$ cat src/rtl/tsu_pkg.sv
// Package with the types, codes and constants shared by the subevent word unpacker.
`default_nettype none
package tsu_pkg;

    // Block ids with special meaning in a header word.
    localparam logic [15:0] ID_HDR_ONLY_LO = 16'h7000;
    localparam logic [15:0] ID_HDR_ONLY_HI = 16'h7003;
    localparam logic [15:0] ID_SKIP_A      = 16'h7005;
    localparam logic [15:0] ID_SKIP_B      = 16'h0112;
    localparam logic [15:0] ID_TERMINATOR  = 16'h5555;

    // Payload word markers in bits 30:29 when bit 31 is clear.
    localparam logic [1:0] MARK_TDC_HEADER = 2'd1;
    localparam logic [1:0] MARK_DEBUG      = 2'd2;
    localparam logic [1:0] MARK_EPOCH      = 2'd3;

    localparam int TSU_QUEUE_DEPTH = 4;
    localparam int HIT_BITS_W      = 29;

    typedef enum logic [1:0] {
        PH_HEADER  = 2'd0,
        PH_PAYLOAD = 2'd1,
        PH_ENDED   = 2'd2
    } t_phase;

    typedef enum logic [1:0] {
        MODE_PROCESS  = 2'd0,
        MODE_SKIP     = 2'd1,
        MODE_SKIP_END = 2'd2
    } t_mode;

    typedef enum logic [3:0] {
        WC_HEADER     = 4'd0,
        WC_HDR_ONLY   = 4'd1,
        WC_SKIPPED    = 4'd2,
        WC_HIT        = 4'd3,
        WC_EPOCH      = 4'd4,
        WC_TDC_HEADER = 4'd5,
        WC_DEBUG      = 4'd6,
        WC_OTHER      = 4'd7,
        WC_IGNORED    = 4'd8
    } t_word_class;

    typedef struct packed {
        logic [31:0] data_word;
        logic        first_word;
    } t_tsu_in;

    typedef struct packed {
        t_word_class word_class;
        logic        hit_valid;
        logic [15:0] tdc_id;
        logic [6:0]  channel;
        logic [27:0] hit_epoch;
        logic [10:0] coarse_time;
        logic [9:0]  fine_time;
        logic        edge_res;
        logic        subevent_end;
    } t_tsu_out;

    // Classified word as it travels from the front to the back.
    typedef struct packed {
        t_word_class             cls;
        logic [15:0]             tdc_id;
        logic [HIT_BITS_W-1:0]   bits;
        logic                    epoch_clr;
        logic                    sub_end;
    } t_tsu_op;

endpackage
`default_nettype wire

$ cat src/rtl/tdc_subevent_word_unpacker.sv
// Top level of the TDC subevent word unpacker: front, queue, back and checks.
`default_nettype none
// The unpacker takes one 32-bit subevent word per item and gives exactly one
// result item for each, in order. A word flagged as first_word always starts a
// new subevent and is read as a block header (length in bits 31:16, id in bits
// 15:0). The front end follows the block structure (header, payload countdown,
// end after the terminating block) and classifies every word in the cycle it is
// accepted; the back end keeps the epoch counter of the current TDC block and
// fills the hit fields. A queue of QUEUE_DEPTH items sits between the two, so
// input and output stall independently. While neither side stalls, the block
// sustains one item per clock cycle in both directions. An accepted item is
// written into the queue and moves on into the output register when that
// register is free, which presents it as a result. The input stalls only when
// the queue is full, which happens only after the output side has held results
// back. Fields that do not apply to a word class are returned as zero; words
// after the end of a subevent come out as class ignored with id zero.
module tdc_subevent_word_unpacker
    import tsu_pkg::*;
#(
    parameter int QUEUE_DEPTH = TSU_QUEUE_DEPTH
) (
    input  wire logic     i_clk,
    input  wire logic     i_rst_n,
    input  wire logic     i_valid,
    output logic          o_stall,
    input  wire t_tsu_in  i_data,
    output logic          o_valid,
    input  wire logic     i_stall,
    output t_tsu_out      o_data
);

    logic    front_push;
    t_tsu_op front_op;
    logic    q_full;
    logic    q_valid;
    t_tsu_op q_op;
    logic    back_pop;

    // The front end classifies each accepted word and pushes it straight in.
    tsu_front u_front (
        .i_clk   (i_clk),
        .i_rst_n (i_rst_n),
        .i_valid (i_valid),
        .o_stall (o_stall),
        .i_data  (i_data),
        .o_push  (front_push),
        .o_op    (front_op),
        .i_full  (q_full)
    );

    tsu_queue #(
        .DEPTH (QUEUE_DEPTH)
    ) u_queue (
        .i_clk   (i_clk),
        .i_rst_n (i_rst_n),
        .i_push  (front_push),
        .i_op    (front_op),
        .o_full  (q_full),
        .o_valid (q_valid),
        .o_op    (q_op),
        .i_pop   (back_pop)
    );

    // The back end drains the queue whenever its output register is free.
    tsu_back u_back (
        .i_clk      (i_clk),
        .i_rst_n    (i_rst_n),
        .i_op_valid (q_valid),
        .i_op       (q_op),
        .o_pop      (back_pop),
        .o_valid    (o_valid),
        .i_stall    (i_stall),
        .o_data     (o_data)
    );

    // A hit flag appears exactly on hit items.
    assert property (@(posedge i_clk) disable iff (!i_rst_n)
        o_valid |-> (o_data.hit_valid == (o_data.word_class == WC_HIT)))
        else $error("hit_valid disagrees with word class");

    // The end of a subevent is only marked on a header or a skipped payload word.
    assert property (@(posedge i_clk) disable iff (!i_rst_n)
        (o_valid && o_data.subevent_end) |->
            (o_data.word_class == WC_HEADER || o_data.word_class == WC_SKIPPED))
        else $error("subevent end on an unexpected word class");

    // Ignored words carry no block id.
    assert property (@(posedge i_clk) disable iff (!i_rst_n)
        (o_valid && o_data.word_class == WC_IGNORED) |-> (o_data.tdc_id == 16'd0))
        else $error("ignored item with a nonzero id");

    // The input side only stalls while the output side holds a result back.
    assert property (@(posedge i_clk) disable iff (!i_rst_n)
        o_stall |-> (o_valid && $past(i_stall)))
        else $error("input stalled without output backpressure");

endmodule
`default_nettype wire

$ cat src/rtl/tsu_front.sv
// Front end: tracks the block structure of the subevent and classifies each word.
`default_nettype none
module tsu_front
    import tsu_pkg::*;
(
    input  wire logic     i_clk,
    input  wire logic     i_rst_n,
    input  wire logic     i_valid,
    output logic          o_stall,
    input  wire t_tsu_in  i_data,
    output logic          o_push,
    output t_tsu_op       o_op,
    input  wire logic     i_full
);

    t_phase      r_phase, n_phase;
    logic [15:0] r_words_left, n_words_left;
    logic [15:0] r_id, n_id;
    t_mode       r_mode, n_mode;

    logic        accept;
    t_phase      phase_eff;
    logic [15:0] hdr_len, hdr_id, wl_dec;
    logic        hdr_only, last;
    t_mode       hdr_mode;
    logic [31:0] w;

    assign o_stall   = i_full;
    assign accept    = i_valid && !i_full;
    assign o_push    = accept;
    assign w         = i_data.data_word;
    assign phase_eff = i_data.first_word ? PH_HEADER : r_phase;
    assign hdr_len   = w[31:16];
    assign hdr_id    = w[15:0];
    assign hdr_only  = (hdr_id >= ID_HDR_ONLY_LO) && (hdr_id <= ID_HDR_ONLY_HI);
    assign wl_dec    = r_words_left - 16'd1;
    assign last      = (wl_dec == 16'd0);

    always_comb begin
        if (hdr_id == ID_TERMINATOR) begin
            hdr_mode = MODE_SKIP_END;
        end else if (hdr_id == ID_SKIP_A || hdr_id == ID_SKIP_B) begin
            hdr_mode = MODE_SKIP;
        end else begin
            hdr_mode = MODE_PROCESS;
        end
    end

    // Next state.
    always_comb begin
        n_phase      = r_phase;
        n_words_left = r_words_left;
        n_id         = r_id;
        n_mode       = r_mode;
        if (accept) begin
            unique case (phase_eff)
                PH_HEADER: begin
                    n_id = hdr_id;
                    if (hdr_only) begin
                        n_words_left = 16'd0;
                        n_phase      = PH_HEADER;
                    end else begin
                        n_words_left = hdr_len;
                        n_mode       = hdr_mode;
                        if (hdr_len != 16'd0) begin
                            n_phase = PH_PAYLOAD;
                        end else if (hdr_mode == MODE_SKIP_END) begin
                            n_phase = PH_ENDED;
                        end else begin
                            n_phase = PH_HEADER;
                        end
                    end
                end
                PH_PAYLOAD: begin
                    n_words_left = wl_dec;
                    if (last) begin
                        n_phase = (r_mode == MODE_SKIP_END) ? PH_ENDED : PH_HEADER;
                    end
                end
                default: begin
                    n_phase = PH_ENDED;
                end
            endcase
        end
    end

    // Classified item for the queue.
    always_comb begin
        o_op           = '0;
        o_op.cls       = WC_IGNORED;
        o_op.bits      = w[HIT_BITS_W-1:0];
        unique case (phase_eff)
            PH_HEADER: begin
                o_op.tdc_id    = hdr_id;
                o_op.cls       = hdr_only ? WC_HDR_ONLY : WC_HEADER;
                o_op.epoch_clr = !hdr_only && (hdr_mode == MODE_PROCESS);
                o_op.sub_end   = !hdr_only && (hdr_len == 16'd0)
                                 && (hdr_mode == MODE_SKIP_END);
            end
            PH_PAYLOAD: begin
                o_op.tdc_id  = r_id;
                o_op.sub_end = last && (r_mode == MODE_SKIP_END);
                if (r_mode != MODE_PROCESS) begin
                    o_op.cls = WC_SKIPPED;
                end else if (w[31]) begin
                    o_op.cls = WC_HIT;
                end else begin
                    unique case (w[30:29])
                        MARK_TDC_HEADER: o_op.cls = WC_TDC_HEADER;
                        MARK_DEBUG:      o_op.cls = WC_DEBUG;
                        MARK_EPOCH:      o_op.cls = WC_EPOCH;
                        default:         o_op.cls = WC_OTHER;
                    endcase
                end
            end
            default: begin
                o_op.cls = WC_IGNORED;
            end
        endcase
    end

    always_ff @(posedge i_clk) begin
        if (!i_rst_n) begin
            r_phase      <= PH_HEADER;
            r_words_left <= 16'd0;
            r_id         <= 16'd0;
            r_mode       <= MODE_PROCESS;
        end else begin
            r_phase      <= n_phase;
            r_words_left <= n_words_left;
            r_id         <= n_id;
            r_mode       <= n_mode;
        end
    end

endmodule
`default_nettype wire

$ cat src/rtl/tsu_queue.sv
// Small first-in first-out queue of classified items between front and back.
`default_nettype none
module tsu_queue
    import tsu_pkg::*;
#(
    parameter int DEPTH = TSU_QUEUE_DEPTH
) (
    input  wire logic    i_clk,
    input  wire logic    i_rst_n,
    input  wire logic    i_push,
    input  wire t_tsu_op i_op,
    output logic         o_full,
    output logic         o_valid,
    output t_tsu_op      o_op,
    input  wire logic    i_pop
);

    localparam int PTR_W = (DEPTH > 1) ? $clog2(DEPTH) : 1;
    localparam int CNT_W = $clog2(DEPTH + 1);

    t_tsu_op            r_mem [DEPTH];
    logic [PTR_W-1:0]   r_wr_ptr, r_rd_ptr;
    logic [CNT_W-1:0]   r_count;
    logic               do_push, do_pop;

    function automatic logic [PTR_W-1:0] ptr_inc(input logic [PTR_W-1:0] p);
        logic [PTR_W-1:0] q;
        q = (p == PTR_W'(DEPTH - 1)) ? '0 : p + PTR_W'(1);
        return q;
    endfunction

    assign o_full  = (r_count == CNT_W'(DEPTH));
    assign o_valid = (r_count != '0);
    assign o_op    = r_mem[r_rd_ptr];
    assign do_push = i_push && !o_full;
    assign do_pop  = i_pop && o_valid;

    always_ff @(posedge i_clk) begin
        if (do_push) begin
            r_mem[r_wr_ptr] <= i_op;
        end
    end

    always_ff @(posedge i_clk) begin
        if (!i_rst_n) begin
            r_wr_ptr <= '0;
            r_rd_ptr <= '0;
            r_count  <= '0;
        end else begin
            if (do_push) begin
                r_wr_ptr <= ptr_inc(r_wr_ptr);
            end
            if (do_pop) begin
                r_rd_ptr <= ptr_inc(r_rd_ptr);
            end
            if (do_push && !do_pop) begin
                r_count <= r_count + CNT_W'(1);
            end else if (do_pop && !do_push) begin
                r_count <= r_count - CNT_W'(1);
            end
        end
    end

endmodule
`default_nettype wire

$ cat src/rtl/tsu_back.sv
// Back end: keeps the epoch counter and builds the registered result item.
`default_nettype none
module tsu_back
    import tsu_pkg::*;
(
    input  wire logic    i_clk,
    input  wire logic    i_rst_n,
    input  wire logic    i_op_valid,
    input  wire t_tsu_op i_op,
    output logic         o_pop,
    output logic         o_valid,
    input  wire logic    i_stall,
    output t_tsu_out     o_data
);

    logic        r_valid;
    t_tsu_out    r_out, n_out;
    logic [27:0] r_epoch, n_epoch;

    assign o_pop   = i_op_valid && (!r_valid || !i_stall);
    assign o_valid = r_valid;
    assign o_data  = r_out;

    always_comb begin
        n_out              = '0;
        n_out.word_class   = i_op.cls;
        n_out.tdc_id       = i_op.tdc_id;
        n_out.subevent_end = i_op.sub_end;
        if (i_op.cls == WC_HIT) begin
            n_out.hit_valid   = 1'b1;
            n_out.channel     = i_op.bits[28:22];
            n_out.fine_time   = i_op.bits[21:12];
            n_out.edge_res    = i_op.bits[11];
            n_out.coarse_time = i_op.bits[10:0];
            n_out.hit_epoch   = r_epoch;
        end
    end

    // A new processed block restarts the epoch; an epoch word loads it.
    always_comb begin
        n_epoch = r_epoch;
        if (o_pop) begin
            if (i_op.epoch_clr) begin
                n_epoch = 28'd0;
            end else if (i_op.cls == WC_EPOCH) begin
                n_epoch = i_op.bits[27:0];
            end
        end
    end

    always_ff @(posedge i_clk) begin
        if (o_pop) begin
            r_out <= n_out;
        end
    end

    always_ff @(posedge i_clk) begin
        if (!i_rst_n) begin
            r_valid <= 1'b0;
            r_epoch <= 28'd0;
        end else begin
            r_epoch <= n_epoch;
            if (o_pop) begin
                r_valid <= 1'b1;
            end else if (!i_stall) begin
                r_valid <= 1'b0;
            end
        end
    end

endmodule
`default_nettype wire

$ cat config.mk
export PLATFORM = sky130hd
export DESIGN_NAME = tdc_subevent_word_unpacker
export DESIGN_NICKNAME = d
export VERILOG_FILES = /design/src/rtl/tsu_pkg.sv /design/src/rtl/tdc_subevent_word_unpacker.sv /design/src/rtl/tsu_front.sv /design/src/rtl/tsu_queue.sv /design/src/rtl/tsu_back.sv
export SDC_FILE = /design/constraint.sdc
export NUM_CORES = 1
export LEC_CHECK = 0
export ABC_AREA = 1
export BUFFER_PORTS_ARGS = -buffer_cell sky130_fd_sc_hd__buf_2
export CAP_MARGIN = 20
export CORE_MARGIN = 4
export CORE_UTILIZATION = 45
export CTS_CLUSTER_DIAMETER = 200
export DETAILED_ROUTE_END_ITERATION = 7
export PLACE_DENSITY = 0.64
export SYNTH_ARGS = -nofsm -noshare
export SYNTH_HDL_FRONTEND = slang
export SYNTH_SLANG_ARGS = --single-unit
$ cat constraint.sdc
create_clock -name i_clk -period 5.35 [get_ports i_clk]
set_input_delay 1.07 -clock i_clk [delete_from_list [all_inputs] [get_ports i_clk]]
set_output_delay 1.07 -clock i_clk [all_outputs]
set_load 0.005 [all_outputs]
==> results by stage, run 1 <==
Flow run:
- The number of max-cap violations is 0.

Place:
- The HPWL after detailed placement is slightly above 20000 um.
- The congestion estimate from routability-driven global placement came to 0.849.
- At the placement stage, the worst setup path has a slack of between 2 and 2.5 ns.
- The port buffer count is 117.

Floorplan:
- The core footprint is 31600 sq um.
- From bottom edge to top edge, the die measures ~190 um.
- The die covers ~35000 sq um.
- The initial utilization of the core area, before any placement, comes to 0.457.
- The standard-cell row count is 65.
- Measured along the x axis, the die boundary spans 187 um.
- The I/O pin total is between 100 and 150.

GRT:
- After global routing, the most crowded layer is met2.
- For this run, global-route usage on met2 was measured as 0.293.
- The fraction of met3 tracks used by global routing is 0.0299.
- The number of global-route vias before repair was just over 9k.
- The maximum number of pins on one net before global-route repair is 83.
- The global-route wire length before repair is slightly above 50000 um.
- In the global route stage, overall resource usage came out at 0.180.
- The total overflow left after global routing is 0.
- For this run, global-route usage on met1 was measured as 0.254.
- The initial antenna violation count is 3.

Clock tree:
- The clock passes through at most 3 buffers.
- The CTS sink count is roughly 360.
- The clock insertion delay at the later pin of the skew report is 0.51 ns.
- Buffers inserted during clock tree synthesis total 38.
- CTS placed an instance of sky130_fd_sc_hd__clkbuf_16 at the clock tree root.
- The H-tree was split into 2 levels.
- The clock-pin slew on the worst setup and hold paths is 0.06 ns.
- The number of cells upsized or downsized after cts is 0.
- The post-CTS setup buffer count is 0.
- The clock tree from TritonCTS is yes.
- In this run, post-CTS hold repair placed 0 buffers.

Layout:
- Counting the fill cells in the layout gives about 2.7k.
- The multi-input combinational cells in the finished layout cover a total of ~3700 sq um.
- Of the cells placed in the final design, the portion with a size suffix greater than 1 is 0.154.
- Compared with the post-synthesis result, the final layout area differs by 15.8%.
- The post-layout net count is 1447.
- The sequential cells in the finished layout cover a total of around 10000 sq um.

Synthesis:
- The yosys synthesis warning count is 0.
- The total standard cell area after synthesis is approximately 14000 sq um.
- Counting flops and latches in the post-synthesis netlist gives about 360.
- The number of cells produced by synthesis is 1298.
- Synthesis produced a netlist with a net count of between 1k and 1.5k.
- The number of synthesized flops with an enable pin is 283.
- The average instance in the mapped netlist occupies 11.1 sq um.
- In the synthesized netlist the async set-or-reset flop fraction comes to 0.
- Synthesis instantiated 42 different standard cells from the library.
- Of the synthesized area, sequential elements account for 0.690.
- Among all flip-flop cells after synthesis, the most frequent one is sky130_fd_sc_hd__edfxtp_1.

Timing:
- The worst path meets setup with between 2 and 2.5 ns of slack.
- Setup repair after global routing left no endpoint under its margin.
- The total negative slack for setup checks is 0 ns.
- Derived from the worst setup path, the maximum achievable clock frequency is approximately 340 MHz.
- The worst max-slew margin expressed relative to the limit is 0.356.
- The final number of setup-violating endpoints is 0.
- The final number of hold-violating endpoints is 0.
- For the final database, setup skew stands at 0.0121 ns.
- The transition time of the tightest slew-check pin is approximately 0.96 ns.
- The final cycle utilization of the critical path is 0.545.
- The clock period could shrink to approximately 2.9 ns.
- The total count of max-transition violations in the final report was 0.

Power and ir drop:
- The worst-case vdd ir drop is 0.272 mV.
- The sum of internal, switching and leakage power is between 9 and 10 mW.
- The power density over the cells is between 500 and 600 nW/um^2.
- In this run the static leakage power is ~6.3 nW.

Route:
- In the final routed layout, each cell accounts on average for between 15 and 20 um.
- For this run, design rule violations remaining after detail routing come to 0.
- The first-iteration detailed-routing DRC count is around 760.
- The total number of vias is 9796.
- The first-pass iteration count of the detailed router is 5.
- The via density per instance is 5.34.
- For this block, the routed nets add up to between 30000 and 40000 um of wire.
- The final antenna-violating net count is 0.

Min path:
- The path type of the worst min-delay path is reg -> reg.

Setup path:
- The type of element launching the critical path is a flip-flop.
- The kind of capture point of the worst setup path is a flip-flop.
- The data arrival time of the critical path is ~3.1 ns.
- The critical path required time is 5.56 ns.
- The setup path with the least slack is of type reg -> reg.
- Of all nets on the critical path, the largest fanout is 57.

Status:
- The flow ran to the end, and the final reports show no timing, DRC or antenna violations.
-- placed cells by master, fill, tap and decap left out, drive strengths merged, types with 6 or more instances in the layout --
cell / n
edfxtp: 283
nand2: 183
nor2: 164
buf: 134
inv: 126
o21ai: 126
a21oi: 103
dfxtp: 74
nand3: 66
clkbuf: 44
a32oi: 28
o22ai: 19
clkinv: 15
nor3: 9
ha: 8
bufinv: 7
nor4: 6
-- sequential cells by signal, summed over array words and instances, names as in the netlist, named ones only --
register,cells
u_queue.r_count,3
u_front.r_words_left,16
u_queue.r_rd_ptr,2
u_front.r_mode,2
u_front.r_phase,2
u_queue.r_wr_ptr,2
u_back.o_data,79
u_front.r_id,16
u_back.r_epoch,28
u_back.o_valid,1
u_queue.r_mem,204
-- synth_stat cells, types with 16 or more instances --
cell type / n / area [sq um]
sky130_fd_sc_hd__a21oi_1: 103 / 515
sky130_fd_sc_hd__a32oi_1: 28 / 245
sky130_fd_sc_hd__buf_2: 16 / 80.1
sky130_fd_sc_hd__clkbuf_1: 39 / 146
sky130_fd_sc_hd__dfxtp_1: 74 / 1480
sky130_fd_sc_hd__edfxtp_1: 283 / 8500
sky130_fd_sc_hd__inv_1: 120 / 450
sky130_fd_sc_hd__nand2_1: 181 / 679
sky130_fd_sc_hd__nand3_1: 65 / 325
sky130_fd_sc_hd__nor2_1: 157 / 589
sky130_fd_sc_hd__o21ai_0: 94 / 470
sky130_fd_sc_hd__o21ai_1: 32 / 160
sky130_fd_sc_hd__o22ai_1: 18 / 113
-- logic make-up after synthesis --
| logic type | count (synthesis) | share of synthesized area |
|---|---|---|
| flops | 357 | 0.690 |
| fa+ha+maj | 9 | 0.00831 |
| xor+xnor | 4 | 0.00242 |
| compound gates | 291 | 0.114 |
| simple gates | 440 | 0.128 |
| buf+inv | 197 | 0.0577 |
-- metrics by stage --
step                      hold WS [ns]  cells   util  instance area, sq um
after floorplan                  0.446   1298      -                 14500
after global placement           0.465   1759  0.485                 15300
after detailed placement         0.471   1761  0.486                 15400
after CTS                        0.479   1829  0.528                 16700
after global routing             0.502   1832  0.529                 16700
final                            0.477   1834  0.529                 16700
-- critical path, stage by stage, from the launching register on --
cell and delay (ns):
sky130_fd_sc_hd__dfxtp_2 0.45, sky130_fd_sc_hd__buf_12 0.24, sky130_fd_sc_hd__inv_2 0.54, sky130_fd_sc_hd__nor2_1 0.13, sky130_fd_sc_hd__o22ai_2 0.33, sky130_fd_sc_hd__nor4_4 0.09, sky130_fd_sc_hd__inv_2 0.70, sky130_fd_sc_hd__nor2_1 0.13
-- where the power goes --
| group | internal [mW] | total (mW) | switching, mW |
|---|---|---|---|
| clock network | 1.70 | 2.74 | 1.04 |
| registers | 3.76 | 3.98 | 0.222 |
| logic | 0.782 | 2.56 | 1.78 |
| total | 6.24 | 9.28 | 3.04 |
-- routing by layer --
layer / vias to the layer above / share of wire
li1: 4751 / -
met1: 4728 / 0.45
met2: 273 / 0.47
met3: 40 / 0.057
met4: 4 / 0.020
met5: - / 0.00065
-- area by class of cell --
class / instances / area share
Sequential cell: 357 / 0.596
Antenna cell: 3 / 0.000448
Clock buffer: 44 / 0.0607
Clock inverter: 24 / 0.0185
Tap cell: 402 / 0.0300
Timing Repair Buffer: 134 / 0.0457
Inverter: 126 / 0.0283
Multi-Input combinational cell: 744 / 0.220
-- worst paths after layout --
check	startpoint	endpoint	slack [ns]	depth (start not counted)
setup reg to reg	flip-flop	u_back.o_data[18]	2.43	7
hold / removal	u_back.r_epoch[0]	u_back.r_epoch[0]	0.48	2
setup / recovery	flip-flop	u_back.o_data[18]	2.43	7
hold reg to reg	u_back.r_epoch[0]	u_back.r_epoch[0]	0.48	2
Note: power is estimated with default switching activity, not from simulation.
==> run 2: changes to the inputs <==
--- a/config.mk
+++ b/config.mk
@@ -5,14 +5,14 @@
 export SDC_FILE = /design/constraint.sdc
 export NUM_CORES = 1
 export LEC_CHECK = 0
-export ABC_AREA = 1
+export ABC_AREA = 0
 export BUFFER_PORTS_ARGS = -buffer_cell sky130_fd_sc_hd__buf_2
 export CAP_MARGIN = 20
 export CORE_MARGIN = 4
 export CORE_UTILIZATION = 45
 export CTS_CLUSTER_DIAMETER = 200
 export DETAILED_ROUTE_END_ITERATION = 7
-export PLACE_DENSITY = 0.64
+export PLACE_DENSITY = 0.66
 export SYNTH_ARGS = -nofsm -noshare
 export SYNTH_HDL_FRONTEND = slang
 export SYNTH_SLANG_ARGS = --single-unit
==> constraint.sdc (replaced) <==
create_clock -name i_clk -period 2.5 [get_ports i_clk]
set_input_delay 0.5 -clock i_clk [delete_from_list [all_inputs] [get_ports i_clk]]
set_output_delay 0.5 -clock i_clk [all_outputs]
set_load 0.005 [all_outputs]
==> run 2 against run 1 <==
Final cell count shrank 18%. Core utilization is 1.6 points higher. Sequential power increased by 110%. First-iteration DRC count down 11%. Cell area shrank 0.34%. Largest cell class unchanged. Routed wire length decreased by 7.0%.
==> results by stage, run 2 <==
Status:
- The run finished with clean final reports.

Setup path:
- The data arrival time of the critical path is 2.82 ns (-0.31 ns).
- The flop-to-flop setup slack was 0.13 ns (-2.31 ns).
- In this design, the largest share of critical-path delay is due to simple AND/OR/NAND/NOR gates.
- The buffering stage count on the worst path with inverters included was 0 (-3).
- The type of the setup path with the least slack is reg -> reg.
- The largest fanout on the critical path is 14 (-75%).
- STA classifies the critical path startpoint as a flip-flop.
- The signal on the critical path passes through mux4_2, or4b_4, a21oi_4, nand3_1, a21oi_1.
- The kind of capture point of the worst setup path is a flip-flop.
- The highest-delay cell along the critical path is sky130_fd_sc_hd__or4b_4.
- The critical path required time was 2.95 ns (-2.61 ns).
- The delay of the slowest critical-path stage came to 0.64 ns (-0.06 ns).

Synthesis:
- The average size of a mapped cell was 15.4 sq um (+38%).
- sky130_fd_sc_hd__edfxtp_1 takes more of the synthesized area than any other cell.
- The total standard cell area after synthesis is 13900 sq um (-3.6%).
- The portion of the post-synthesis area used by sequential elements is 0.716 (+0.0260).
- The most numerous cell in the Yosys netlist is sky130_fd_sc_hd__edfxtp_1.
- The number of cells produced by synthesis is 905 (-30%).
- Yosys attributes the largest share of cell area to sky130_fd_sc_hd__edfxtp_1, sky130_fd_sc_hd__dfxtp_1, sky130_fd_sc_hd__mux4_2.
- In the synthesized netlist the dominant register cell turns out to be sky130_fd_sc_hd__edfxtp_1.
- The fraction of registers with async set/reset came to 0 (unchanged).
- The area fraction of the dominant cell type after synthesis is 0.610 (+0.0222).
- The post-synthesis net count is 951 (-29%).
- The post-synthesis sequential element count is 357 (unchanged).
- The yosys synthesis warning count is 0 (unchanged).
- The number of synthesized flops with an enable pin came to 283 (unchanged).
- The number of distinct library cells after synthesis is 64 (+52%).
- The commonest cells after synthesis are sky130_fd_sc_hd__edfxtp_1, sky130_fd_sc_hd__nand2_1, sky130_fd_sc_hd__dfxtp_1.

Clock tree:
- Clock tree synthesis selected as its root buffer the cell sky130_fd_sc_hd__clkbuf_16.
- The clock insertion delay at the later pin of the skew report is 0.53 ns (+0.02 ns).
- The clock-pin slew on the worst setup and hold paths was 0.06 ns (about the same).
- The clock tree from TritonCTS is yes.
- The maximum level of the CTS H-tree is 2 (unchanged).
- The maximum number of buffers from clock root to sink came to 3 (unchanged).
- The number of buffers created by CTS is 37 (-2.6%).
- The post-CTS setup buffer count was 0 (unchanged).
- The CTS sink count is 357 (unchanged).

Power and ir drop:
- The net switching component of the power was 5.47 mW (+80%).
- The proportion of power drawn by flip-flops and latches is 0.443 (+0.014).
- The leakage component of the power came to 5.95 nW (-5.8%).
- The sum of internal, switching and leakage power is 18.7 mW (+100%).
- The internal cell power came to 13.2 mW (+110%).
- The share of total power in combinational logic is 0.265 (-0.011).
- The relative contribution of the clock network to total power is 0.292 (-0.003).
- The power density over the cells is 1120 nW/um^2 (+100%).
- The worst-case vdd ir drop is 0.624 mV (+130%).
- The switching share of total power was 0.292 (-0.0346).

Floorplan:
- The die outline area is 33900 sq um (-3.5%).
- The die height is 184 um (-1.8%).
- The standard-cell row count was 64 (-1.5%).
- The horizontal extent of the die was 184 um (-1.8%).
- The core footprint is 30600 sq um (-3.3%).
- The initial core utilization is 0.456 (-0.00153).
- The I/O pin total was 118 (unchanged).

Min path:
- The path type of the worst min-delay path is in -> reg.

Route:
- The final antenna-violating net count is 0 (unchanged).
- The first-iteration detailed-routing DRC count is 679 (-11%).
- The via density per instance is 5.48 (+2.6%).
- The first-pass iteration count of the detailed router is 5 (unchanged).
- The wire length per cell after detailed routing is 20.2 um (+14%).
- The routed wire length is 30200 um (-7.0%).
- The number of design rule violations left after detail routing is 0 (unchanged).
- The total number of vias came to 8221 (-16%).

Layout:
- The non-filler instance count after layout is 1500 (-18%).
- The register containing the most flip-flops in the final layout is u_queue.r_mem.
- The area growth from synthesis to layout is 19.8%.
- The flip-flop count of the largest register after layout is 204 (unchanged).
- In the layout the commonest cells are sky130_fd_sc_hd__edfxtp_1, sky130_fd_sc_hd__buf_2, sky130_fd_sc_hd__nand2_1.
- The number of diodes added for antenna fixing is 0 (-3).
- The fraction of layout instances using a drive strength above 1 is 0.280 (+0.126).
- The post-layout net count was 1121 (-23%).
- The number of fillers in the final layout is 2478 (-9.5%).
- The library cell used most frequently in the layout, excluding fill and tap cells, is sky130_fd_sc_hd__edfxtp_1.

Place:
- The placement-stage worst setup slack is -0.0681 ns (-2.08 ns).
- The global placer's final weighted congestion is 0.877 (+3.3%).
- The port buffer count was 117 (unchanged).
- The number of cells after detailed placement is 1431 (-19%).
- The HPWL after detailed placement is 19200 um (-5.9%).

Timing:
- The transition time of the tightest slew-check pin is 0.772 ns (-0.193 ns).
- The total negative slack for setup checks is 0 ns (unchanged).
- The fmax is 422 MHz (+23%).
- The final cycle utilization of the critical path is 0.949 (+0.404).
- The minimum clock period after layout was 2.37 ns (-0.544 ns).
- The worst hold-check slack is 0.244 ns (-0.233 ns).
- Setup repair after global routing left no endpoint under its margin.
- The final number of setup-violating endpoints is 0 (unchanged).
- The total count of max-transition violations in the final report was 0 (unchanged).
- The worst max-slew margin expressed relative to the limit is 0.486 (+0.130).
- The final number of hold-violating endpoints was 0 (unchanged).
- The minimum setup slack in the final design is 0.128 ns (-2.31 ns).
- The largest clock skew in the final design is 0.0150 ns (+0.00291 ns).

GRT:
- The overall overflow remaining after global route was 0 (unchanged).
- The maximum number of pins on one net before global-route repair was 59 (-29%).
- The global-route wire length before repair is 47200 um (-7.7%).
- The initial antenna violation count was 3 (unchanged).
- The total global routing track utilization is 0.178 (-0.00209).
- The number of global-route vias before repair is 8191 (-10%).

Flow run:
- The number of max-cap violations came to 0 (unchanged).
-- run 2: path summary, 6_finish.rpt --
| check | cells after the start | from | end |
|---|---|---|---|
| max | 5 | flip-flop | u_back.r_epoch[8] |
| min | 1 | i_data[19] | u_queue.r_mem[2][20] |
| max reg2reg | 5 | flip-flop | u_back.r_epoch[8] |
| min reg2reg | 2 | u_back.r_epoch[7] | u_back.r_epoch[7] |
-- run 2: power groups by stage --
stage / Sequential (mW) / Clock [mW] / Combinational (mW)
6_report: 8.29 / 5.47 / 4.95
3_3_place_gp: 8.39 / 0 / 4.89
2_1_floorplan: 8.44 / 0 / 2.83
5_1_grt: 8.41 / 5.84 / 5.42
4_1_cts: 8.30 / 5.58 / 5.00
3_5_place_dp: 8.42 / 0 / 4.91
-- run 2: repair_timing --
item / 4_1_cts / 5_1_grt
resized for setup: 1 / 4
hold buffers: 0 / 0
setup endpoints to repair: 28 / 5
cloned: 1 / 0
pin swaps: 1 / 0
-- run 2: cell families (layout without fill, tap and decap cells) --
logic type / after synthesis / count (layout) / share of synthesized area
compound gates: 128 / 129 / 0.0594
xor+xnor: 11 / 11 / 0.00691
fa+ha+maj: 9 / 9 / 0.00862
flops: 357 / 357 / 0.716
mux: 55 / 55 / 0.0845
simple gates: 280 / 280 / 0.105
buf+inv: 65 / 263 / 0.0199
-- run 2: worst reg2reg max path, stage by stage (launching register included) --
cell                      delay, ns
sky130_fd_sc_hd__dfxtp_4       0.39
sky130_fd_sc_hd__mux4_2        0.51
sky130_fd_sc_hd__or4b_4        0.64
sky130_fd_sc_hd__a21oi_4       0.45
sky130_fd_sc_hd__nand3_1       0.14
sky130_fd_sc_hd__a21oi_1       0.18
-- run 2: final cells by class --
type                    count  area [sq um]  share of cell area
flip-flops and latches    357          9980               0.598
multi-input cells         484          3740               0.224
repair buffers            183          1210              0.0723
clock buffers              53          1030              0.0615
well taps                 396           495              0.0297
clock inverters            15           188              0.0112
inverters                  12          48.8             0.00292
-- run 2: layer usage --
metal | GRT usage | up-vias | part of all wire
met5 | 0 | - | 0.0012
met4 | 0.0503 | 6 | 0.023
met3 | 0.0326 | 55 | 0.068
met2 | 0.267 | 275 | 0.45
met1 | 0.269 | 4074 | 0.46
li1 | - | 3811 | -
-- run 2: stage by stage --
stage	util	area, sq um
3_5_place_dp	0.505	15400
3_3_place_gp	0.505	15400
2_1_floorplan	-	13900
4_1_cts	0.545	16700
6_report	0.546	16700
5_1_grt	0.546	16700
==> run 3: changes to the inputs <==
--- a/config.mk
+++ b/config.mk
@@ -12,7 +12,7 @@
 export CORE_UTILIZATION = 45
 export CTS_CLUSTER_DIAMETER = 200
 export DETAILED_ROUTE_END_ITERATION = 7
-export PLACE_DENSITY = 0.66
+export PLACE_DENSITY = 0.64
 export SYNTH_ARGS = -nofsm -noshare
 export SYNTH_HDL_FRONTEND = slang
 export SYNTH_SLANG_ARGS = --single-unit
==> constraint.sdc (replaced) <==
create_clock -name i_clk -period 2.2 [get_ports i_clk]
set_input_delay 0.44 -clock i_clk [delete_from_list [all_inputs] [get_ports i_clk]]
set_output_delay 0.44 -clock i_clk [all_outputs]
set_load 0.005 [all_outputs]
==> run 3 against run 2 <==
The flow now finishes with violations (negative setup slack). Clock-buffer cell count fell by 4. Flip-flop and latch count did not move. Register-to-register slack got worse by 0.14 ns. Die area did not move. Final cell count rose by 0.93%. Combinational power rose by 17%. Via count rose by 0.47%. Sequential share of layout area fell by 0.84 points. Largest power group unchanged. Highest routed layer unchanged.
==> results by stage, run 3 (synthesis results as in run 2) <==
Place:
- The port buffer count is 117 (unchanged).
- The instance area at placement is 15600 sq um (+1.1%).
- The global placer's final weighted congestion is 0.857 (-2.2%).
- The HPWL after detailed placement came to 19100 um (-0.60%).

Layout:
- The most frequent standard cell in the layout excluding fill and tap cells is sky130_fd_sc_hd__edfxtp_1.
- In the layout the commonest cells are sky130_fd_sc_hd__edfxtp_1, sky130_fd_sc_hd__buf_2, sky130_fd_sc_hd__nand2_1.
- The core occupancy in the finished layout was 0.554 (+0.00794).
- The number of diodes added for antenna fixing is 0 (unchanged).
- The final cell area excluding filler cells was 16900 sq um (+1.5%).
- More flip-flops sit in one register than any other, and that register is u_queue.r_mem.
- The area overhead of the layout relative to synthesis is 21.5%.
- The post-layout net count was 1136 (+1.3%).
- The flip-flop count of the largest register after layout was 204 (unchanged).
- The fraction of layout instances using a drive strength above 1 was 0.305 (+0.0251).

Timing:
- The worst max-slew margin expressed relative to the limit is 0.613 (+0.127).
- The fmax is 453 MHz (+7.4%).
- The final number of hold-violating endpoints is 0 (unchanged).
- The final number of setup-violating endpoints came to 3 (+3).
- The largest clock skew in the final design is 0.0196 ns (+0.00459 ns).
- The minimum setup slack in the final design is -0.00765 ns (-0.136 ns).
- Setup repair after global routing could not meet its margin everywhere.
- The total count of max-transition violations in the final report is 0 (unchanged).
- The final cycle utilization of the critical path is 1.00 (+0.0547).
- The minimum clock period after layout is 2.21 ns (-0.164 ns).
- The transition time of the tightest slew-check pin is 0.579 ns (-0.193 ns).
- The worst hold-check slack is 0.197 ns (-0.0465 ns).

GRT:
- The most used routing layer is met2.
- The met1 capacity usage during global routing is 0.250 (-0.0195).
- The global-route wire length before repair came to 45900 um (-2.6%).
- The overall overflow remaining after global route is 0 (unchanged).
- The routing usage on met2 was 0.275 (+0.00718).
- The number of global-route vias before repair was 8087 (-1.3%).
- The fraction of met3 tracks used by global routing is 0.0315 (-0.00119).
- The maximum number of pins on one net before global-route repair is 59 (unchanged).
- The total global routing track utilization is 0.174 (-0.00461).
- The initial antenna violation count is 1 (-2).

Clock tree:
- TritonCTS built the clock tree.
- The number of hold-repair buffers added at the cts stage was 0 (unchanged).
- The CTS sink count came to 357 (unchanged).
- The maximum level of the CTS H-tree is 2 (unchanged).
- The number of buffers created by CTS is 36 (-2.7%).
- The clock insertion delay at the later pin of the skew report is 0.52 ns (about the same).
- The clock-pin slew on the worst setup and hold paths is 0.06 ns (about the same).
- The maximum number of buffers from clock root to sink is 3 (unchanged).
- In this run the clock root is driven by a sky130_fd_sc_hd__clkbuf_16.

Setup path:
- The setup path with the least slack is of type reg -> reg.
- The data arrival time of the critical path is 2.65 ns (-0.17 ns).
- The type of element launching the critical path is a flip-flop.
- The largest fanout on the critical path was 28 (+14).
- The critical path required time is 2.64 ns (-0.31 ns).
- The kind of capture point of the worst setup path is a flip-flop.

Route:
- The via density per instance was 5.46 (-0.45%).
- The first-iteration detailed-routing DRC count was 591 (-13%).
- The routed wire length is 29900 um (-1.2%).
- The final antenna-violating net count is 0 (unchanged).
- The wire length per cell after detailed routing is 19.7 um (-2.1%).
- The total number of vias was 8260 (+0.47%).
- The first-pass iteration count of the detailed router is 5 (unchanged).
- The number of design rule violations left after detail routing is 0 (unchanged).

Status:
- The final reports fail on negative setup slack.
- The run finished, with violations left.

Power and ir drop:
- The worst-case vdd ir drop came to 0.614 mV (-1.7%).
- The sum of internal, switching and leakage power is 21.5 mW (+15%).
- The power density over the cells came to 1270 nW/um^2 (+13%).
- The leakage component of the power is 6.06 nW (+1.8%).

Floorplan:
- The standard-cell row count is 64 (unchanged).
- The I/O pin total came to 118 (unchanged).
- The die height was 184 um (unchanged).
- The die outline area is 33900 sq um (unchanged).
- The horizontal extent of the die is 184 um (unchanged).
- The initial core utilization is 0.456 (unchanged).
- The core footprint came to 30600 sq um (unchanged).

Flow run:
- The number of max-cap violations is 0 (unchanged).

Min path:
- The path type of the worst min-delay path is in -> reg.
## run 3: changes by cell type in the layout (fill, tap and decap cells not counted), moves of 3 or more
cell and change:
sky130_fd_sc_hd__dfxtp_1 -3, sky130_fd_sc_hd__buf_12 +3, sky130_fd_sc_hd__clkbuf_1 -5, sky130_fd_sc_hd__dfxtp_2 +3
sky130_fd_sc_hd__buf_4 +14, sky130_fd_sc_hd__clkinv_1 +4
## run 3: what timing repair did
action | 4_1_cts | 5_1_grt
buffers inserted | 1 | 1
setup endpoints to repair | 8 | 34
gates resized for setup | 4 | 15
pin swaps | 6 | 6
cloned | 0 | 0
## run 3: cell type report
cell class	instances	area, sq um
Multi-Input combinational cell	483	3810
Fill cell	2480	13700
Timing Repair Buffer	200	1370
Tap cell	396	495
Inverter	12	48.8
Sequential cell	357	9990
Clock buffer	49	1020
Clock inverter	17	195
## run 3: layer usage
layer | wire (um) | up-vias | share of wire
met3 | 1720 | 51 | 0.058
met1 | 13400 | 4127 | 0.45
met2 | 14100 | 239 | 0.47
met5 | 13 | - | 0.00044
met4 | 697 | 2 | 0.023
li1 | - | 3841 | -
## run 3: critical path, cell delays in order, from the launching register on
cell and delay (ns):
sky130_fd_sc_hd__dfxtp_4 0.40, sky130_fd_sc_hd__mux4_2 0.53, sky130_fd_sc_hd__or4b_4 0.61, sky130_fd_sc_hd__a21oi_4 0.17, sky130_fd_sc_hd__buf_12 0.20, sky130_fd_sc_hd__nand3_2 0.08
sky130_fd_sc_hd__a21oi_1 0.16
## run 3: where the power goes
part	switching (mW)	internal [mW]
Clock	2.45	3.74
Sequential	0.479	8.98
Combinational	3.21	2.59
## run 3: final timing paths
| kind | from | endpoint | slack [ns] | depth (start not counted) |
|---|---|---|---|---|
| setup / recovery | flip-flop | u_back.r_epoch[6] | -0.008 | 6 |
| hold / removal | i_data[24] | u_queue.r_mem[3][25] | 0.20 | 1 |
| setup reg to reg | flip-flop | u_back.r_epoch[6] | -0.008 | 6 |
| hold reg to reg | u_back.r_epoch[19] | u_back.r_epoch[19] | 0.45 | 2 |
## run 3: metrics by stage
step | setup slack [ns] | TNS (ns) | instances
floorplan | -0.113 | -8.92 | 905
global placement | -0.170 | -1.67 | 1446
detailed placement | -0.179 | -1.84 | 1446
CTS | -0.0127 | -0.0131 | 1513
global route | -0.113 | -2.57 | 1514
finish | -0.00765 | -0.0139 | 1514
